<file path="src/hw/rtl/aabb_eot_pkg.sv">
`default_nettype none
package aabb_eot_pkg;

    localparam int ACT_W     = 2;
    localparam int SLOT_IN_W = 10;
    localparam int IN_W      = 24;
    localparam int CNT_FW    = 7;

    localparam logic [ACT_W-1:0] ACT_LINK   = 2'd0;
    localparam logic [ACT_W-1:0] ACT_UNLINK = 2'd1;
    localparam logic [ACT_W-1:0] ACT_QUERY  = 2'd2;

    typedef struct packed {
        logic clear;
        logic link;
        logic unlink;
        logic start;
        logic scan;
        logic finish;
    } cmd_t;

    typedef struct packed {
        logic clear_last;
        logic scan_done;
        logic out_free;
    } status_t;

endpackage
`default_nettype wire

</file>
<file path="src/hw/rtl/aabb_eot_ctrl.sv">
`default_nettype none
module aabb_eot_ctrl (
    input  wire logic                          clk,
    input  wire logic                          rst_n,
    input  wire logic                          in_valid,
    input  wire logic [aabb_eot_pkg::ACT_W-1:0] action,
    output logic                               in_stall,
    input  wire aabb_eot_pkg::status_t          status,
    output aabb_eot_pkg::cmd_t                  cmd
);
    import aabb_eot_pkg::*;

    typedef enum logic [1:0] {
        S_CLEAR,
        S_IDLE,
        S_SCAN
    } state_t;

    state_t state_reg;
    state_t state_next;

    always_comb
    begin
        cmd        = '0;
        state_next = state_reg;
        unique case (state_reg)
            S_CLEAR:
            begin
                cmd.clear = 1'b1;
                if (status.clear_last)
                begin
                    state_next = S_IDLE;
                end
            end
            S_IDLE:
            begin
                if (in_valid)
                begin
                    unique case (action)
                        ACT_LINK:   cmd.link   = 1'b1;
                        ACT_UNLINK: cmd.unlink = 1'b1;
                        ACT_QUERY:
                        begin
                            cmd.start  = 1'b1;
                            state_next = S_SCAN;
                        end
                        default:    cmd = '0;
                    endcase
                end
            end
            S_SCAN:
            begin
                cmd.scan = 1'b1;
                if (status.scan_done && status.out_free)
                begin
                    cmd.finish = 1'b1;
                    state_next = S_IDLE;
                end
            end
            default: state_next = S_CLEAR;
        endcase
    end

    // beats are taken only between queries and after the flag clear
    assign in_stall = (state_reg != S_IDLE);

    always_ff @(posedge clk or negedge rst_n)
    begin
        if (!rst_n)
        begin
            state_reg <= S_CLEAR;
        end
        else
        begin
            state_reg <= state_next;
        end
    end

endmodule
`default_nettype wire

</file>
<file path="config.mk">
export PLATFORM = sky130hd
export DESIGN_NAME = aabb_eot_ctrl
export DESIGN_NICKNAME = d
export VERILOG_FILES = /design/src/hw/rtl/aabb_eot_pkg.sv /design/src/hw/rtl/aabb_eot_ctrl.sv
export SDC_FILE = /design/constraint.sdc
export NUM_CORES = 1
export LEC_CHECK = 0
export BUFFER_PORTS_ARGS = -buffer_cell sky130_fd_sc_hd__buf_2
export CORE_AREA = 8 8 45 47
export CTS_CLUSTER_DIAMETER = 60
export DETAILED_ROUTE_END_ITERATION = 16
export DIE_AREA = 0 0 53 55
export SYNTH_ARGS = -nofsm -noshare
export SYNTH_HDL_FRONTEND = slang
export SYNTH_SLANG_ARGS = --single-unit
</file>
<file path="constraint.sdc">
create_clock -name clk -period 2 [get_ports clk]
set_input_delay 0.2 -clock clk [delete_from_list [all_inputs] [get_ports clk]]
set_output_delay 0.2 -clock clk [all_outputs]
set_load 0.005 [all_outputs]
</file>
### After elaboration in Yosys (flattened, before gate mapping)

Cells that the tools add are included.

* register bits: 2
* input port bits: 8
* logic and storage cells: 27

* equality and inequality tests: 9
* muxes and demuxes: 13
* reduce and logical (&&, ||, !) cells: 4

Operators by type and width (number)
* 2-bit 2-to-1 mux: 4
* 2-bit != test (second input constant): 3
* 2-bit one-hot mux with 3 select lines: 1
* 5-bit 2-to-1 mux: 1
* 2-bit by 1-bit equality test with 1-bit output (second input constant): 2
* 2-bit equality test (second input constant): 2
* 2-bit logical NOT: 2
* 1-bit 2-to-1 mux: 4
* 2-bit by 1-bit != test with 1-bit output (second input constant): 2
* 2-bit one-hot mux with 2 select lines: 1
* 4-bit AND reduction: 1
* 3-bit 2-to-1 mux: 1
* 1-bit one-hot mux with 2 select lines: 1
* 1-bit logical AND: 1

### Logic depth before layout (Yosys ltp)

Gate-level depths: netlist of run 1.

* depth after elaboration: 4
* gate-level depth with buffers: 2

### Least setup slack after synthesis of run 1

OpenSTA, ideal clock, no wires.

* kind: register -> output
* start: reg state_reg[1]
* end: out cmd[3] (netlist name)
* data arrival time: 0.824 ns
* slack: 0.976 ns
* stages on the path, launching flop included: 3
* buffers on the path: 0
* cells stage by stage: dfrtp_1 > nand3b_1 > nor3b_2

RTL lines
* start, declared: line aabb_eot_ctrl.sv:19 `state_t state_reg;`
* start signal, assigned: line aabb_eot_ctrl.sv:75 `state_reg <= state_next;`
* end, declared: line aabb_eot_ctrl.sv:9 `output aabb_eot_pkg::cmd_t cmd`

==> impl_metrics.ini, run 1 <==
[outcome]
outcome = finished clean

[timing]
slew_headroom_pct = 87.9
finalHoldViolations = 0
drv_slew = 0
clock_skew_ns = 0.00242
fmax_ghz = 0.704
fin_setup_tns_ns = 0
min_period_ns = 1.42
rsz0062_at_grt = no
finalSetupViolCount = 0
fin_ws_ns = 0.579
timing.final.crit_share_pct = 71.0
tightest_slew_ns = 0.181
hold_slack_ns = 0.278

[detailed_routing]
viasPerCell = 3.77
wl_um = 543
vias = 196
post_drt_wl_per_cell_um = 10.4
drt-pass1-iter-count = 3
drt_iter0_drc = 1
drc_errors = 0
ant_nets = 0

[global_route]
antenna_found_initial = 0
grt_pass1_wl_um = 828
grt_usage_pct = 4.37
grt_max_degree = 7
grt_pass1_vias = 204
grt_overflow = 0

[cts]
post_cts_buffers = 0
clock_latency_ns = 0.23
cts_tree = done
numCtsBuffers = 3
clkTransAtPathRegs_ns = 0.03
clk_path_buf_depth = 2
htree_levels = 1
cts_sinks = 2
root_buffer = clkbuf_4

[min_path]
hold_depth = 3
hold_class = input pin to register

[floorplan]
die_w_um = 53
dieArea_mm2 = 0.00292
core_region_area_mm2 = 0.00138
rows = 14
die_y_um = 55
initial_utilization_pct = 11.2
ios = 15

[place]
gp_congestion = 0.699
preCtsSetupSlack_ns = 0.819
placed_cell_area_um2 = 245
portBuffers = 14

[finish]
nets = 46
utilization_pct = 20.1
final_cell_area_um2 = 278
largest_register_ffs = 2
diodes = 0
drive_above_1_share_pct = 52.8
syn_to_final_growth_pct = 79.0

[pwr]
p_leak_nw = 0.152
power_density_mw_per_mm2 = 718
ir_drop_mv = 0.168

[critical_path]
worst_setup_path_start_kind = register
endpoint = cmd[3]
rr_startpoint = state_reg[0]
crit_path_end_kind = output pin
worst-path-max-fanout = 5
cp_cell_sequence = nand3b_1 > nor3b_2 > buf_2
r2r-end = state_reg[0]
arrival_ns = 1.22
cp_slowest_stage_delay_ns = 0.41
r2r_cells = 2
cp_slowest_cell = dfrtp_1
startpoint = state_reg[1]
worstPathRequired_ns = 1.80
rrSetupSlack_ns = 1.03
worst-setup-path-type = register to output pin

[yosys]
ys_seq_area_share_pct = 32.3
synth_area_per_cell_um2 = 8.62
postSynthCellCount = 18
ys_warn_count = 0
post_synth_num_cell_types = 12
synthesis.nets = 26
synth_seq_cells = 2
synthesis.area_um2 = 155

[run]
maxCapViolCount = 0
[cells in the final DEF (no fill, tap or decap)]
cell	instances
o22ai_1	1
buf_2	14
inv_1	1
nand3b_1	1
and2_1	1
clkbuf_4	3
nand2_1	1
dlygate4sd3_1	1
o32ai_2	1
nand2b_1	3
nor3_1	1
and4b_1	1
nor2_1	4
dfrtp_1	2
nor3b_2	1
[synth_stat cells (all sizes together)]
library cell | count | share of area [%]
and2 | 1 | 4.0
nand3b | 1 | 4.8
and4b | 1 | 6.5
dfrtp | 2 | 32
nor2 | 4 | 9.7
o22ai | 1 | 4.0
nor3 | 1 | 3.2
o32ai | 1 | 10
nand2b | 3 | 12
inv | 1 | 2.4
nor3b | 1 | 8.1
nand2 | 1 | 2.4
[layer usage]
metal | vias to the layer above | track usage (%) | wire [um]
met2 | 10 | 5.08 | 243
li1 | 102 | - | -
met1 | 82 | 4.11 | 240
met3 | 2 | 2.41 | 44
met5 | - | 0 | 0
met4 | 0 | 7.76 | 14
[worst max-delay path: cells and delay by family, from the launching register on]
family	cells	cell delay, ns
buffers and inverters	1	0.13
flip-flops	1	0.41
AND/OR/NAND/NOR	2	0.45
[where the power goes]
part / internal (W) / total (W) / switching (W)
Clock: 0.0000664 / 0.0000922 / 0.0000258
Combinational: 0.0000298 / 0.0000526 / 0.0000228
Sequential: 0.0000466 / 0.0000547 / 0.00000810
Total: 0.000143 / 0.000200 / 0.0000567
[how the worst min path moves through the flow]
stage	from	to	slack, ns
after global routing	rst_n	state_reg[1]	0.29
after global placement	rst_n	state_reg[1]	-0.02
after CTS	status[0]	state_reg[0]	0.27
after detailed placement	rst_n	state_reg[1]	-0.01
after floorplan	rst_n	state_reg[0]	-0.1
final	status[0]	state_reg[0]	0.28
[area by class of cell]
type,count,area [um^2]
fillers,163,1110
multi-input cells,15,101
repair buffers,15,80.1
flip-flops and latches,2,50.0
clock buffers,3,22.5
well taps,16,20.0
inverters,1,3.75
[kinds of logic (layout without fill, tap and decap cells)]
family	after synthesis	count (layout)	share of synthesized area, %
and+or+nand+nor	13	13	50.8
AOI/OAI and AO/OA	2	2	14.5
DFF	2	2	32.3
buffers and inverters	1	19	2.42
[repair_timing]
action	CTS	global route
hold buffers	1	0
hold endpoints to repair	2	0
setup endpoints to repair	0	0
gates resized for setup	0	0
[stage by stage]
| stage | power [W] | std cells |
|---|---|---|
| final | 0.000200 | 52 |
| after global routing | 0.000216 | 52 |
| after CTS | 0.000206 | 52 |
| after detailed placement | 0.000107 | 48 |
| after global placement | 0.000107 | 48 |
| after floorplan | 0.0000806 | 18 |
Power figures use the tool's default switching activity.
==> run 2: changes to the inputs <==
Clock period 2 ns to 1.3 ns, I/O delays scaled along.
==> impl_metrics.ini, run 2 (synthesis gave the netlist of run 1 again) <==
[min_path]
hold_class = input pin to register
holdCritStartpoint = status[0]
whs_endpoint = state_reg[0]
hold_depth = 3

[timing]
drv_slew = 0
tightest_slew_ns = 0.213
fmax_ghz = 0.771
timing.final.crit_share_pct = 99.8
finalHoldViolations = 0
min_period_ns = 1.30
clock_skew_ns = 0.00162
rsz0062_at_grt = yes
finalSetupViolCount = 0
fin_ws_ns = 0.00289
slew_headroom_pct = 85.8

[floorplan]
dieArea_mm2 = 0.00292
die_w_um = 53
core_region_area_mm2 = 0.00138
rows = 14
initial_utilization_pct = 11.2
die_y_um = 55
ios = 15

[place]
gp_congestion = 0.695
post-dp-hpwl_um = 434
portBuffers = 14
preCtsSetupSlack_ns = 0.202

[detailed_routing]
vias = 200
viasPerCell = 3.77
drc_errors = 0
ant_nets = 0
drt_iter0_drc = 1
wl_um = 535
post_drt_wl_per_cell_um = 10.1
drt-pass1-iter-count = 2

[finish]
syn_to_final_growth_pct = 87.1
fillCellCount = 153
nets = 47
most-common-layout-cells = buf_2, nor2_1, nand2b_1, clkbuf_4, dfrtp_1
largest_register_ffs = 2
drive_above_1_share_pct = 56.8
utilization_pct = 21.0
final_common_cell = buf_2
diodes = 0

[critical_path]
rrSetupSlack_ns = 0.34
worst-setup-path-type = register to output pin
worstPathRequired_ns = 1.17
worst-path-max-fanout = 4
r2r-end = state_reg[0]
r2r_cells = 2
startpoint = state_reg[1]
cp_slowest_cell = dfrtp_1
arrival_ns = 1.17
crit_path_end_kind = output pin
cp_slowest_stage_delay_ns = 0.36
rr_startpoint = state_reg[0]
cp_cell_sequence = nand3b_1 > nor3_2 > buf_2
worst_setup_path_start_kind = register

[cts]
clkTransAtPathRegs_ns = 0.03
clock_latency_ns = 0.23
htree_levels = 1
clk_path_buf_depth = 2
cts_sinks = 2
numCtsBuffers = 3
cts_tree = done
root_buffer = clkbuf_4

[pwr]
power_density_mw_per_mm2 = 1080
ir_drop_mv = 0.299
p_leak_nw = 0.158
fin_total_pwr_w = 0.000312

[run]
maxCapViolCount = 0

[global_route]
grt_overflow = 0
antenna_found_initial = 0
grt_pass1_wl_um = 848
grt_pass1_vias = 210
grt_usage_pct = 4.54
grt_max_degree = 7

[outcome]
outcome = finished clean
## run 2: final cells by class
cell class	count	area, um^2	area share (%)
inverters	1	3.75	1.29
clock buffers	3	22.5	7.76
flip-flops and latches	2	50.0	17.2
multi-input cells	15	106	36.6
repair buffers	16	87.6	30.2
well taps	16	20.0	6.90
## run 2: where the power goes
part / internal, W / switching (W)
Combinational: 0.0000495 / 0.0000395
Clock: 0.000102 / 0.0000398
Sequential: 0.0000717 / 0.00000965
## run 2: worst max-delay path by stage
| stage | cells past startpoint | slack, ns | endpoint |
|---|---|---|---|
| after global placement | 3 | 0.21 | cmd[3] |
| final | 3 | 0.003 | cmd[4] |
| after CTS | 3 | 0.002 | cmd[3] |
| after detailed placement | 3 | 0.20 | cmd[3] |
| after global routing | 3 | -0.09 | cmd[3] |
| after floorplan | 2 | 0.35 | cmd[3] |
## run 2: timing repair
item                                    in CTS  in global routing
endpoints found under the setup margin       2                  4
setup buffers                                1                  0
hold endpoints to repair                     2                  0
gates resized for setup                      1                  0
hold buffers                                 1                  0
pin swaps                                    1                  2
## run 2: worst max-delay path: cells and delay by family (launching register included)
kind                   cells  cell delay [ns]
flip-flops                 1             0.36
AND/OR/NAND/NOR            2             0.44
buffers and inverters      1             0.13
## run 2: through the flow
stage	cell area [um^2]	hold slack, ns	std cells	TNS, ns
floorplan	155	-0.166	18	0
global placement	245	-0.0849	48	0
detailed placement	245	-0.0851	48	0
CTS	290	0.204	53	0
global route	290	0.226	53	-0.171
finish	290	0.197	53	0
## run 2: per-layer routing
layer | vias to the layer above | wire [um] | GRT usage (%)
li1 | 104 | - | -
met5 | - | 0 | 0
met4 | 0 | 17 | 7.76
met3 | 2 | 44 | 2.41
met2 | 10 | 251 | 5.86
met1 | 84 | 222 | 3.96
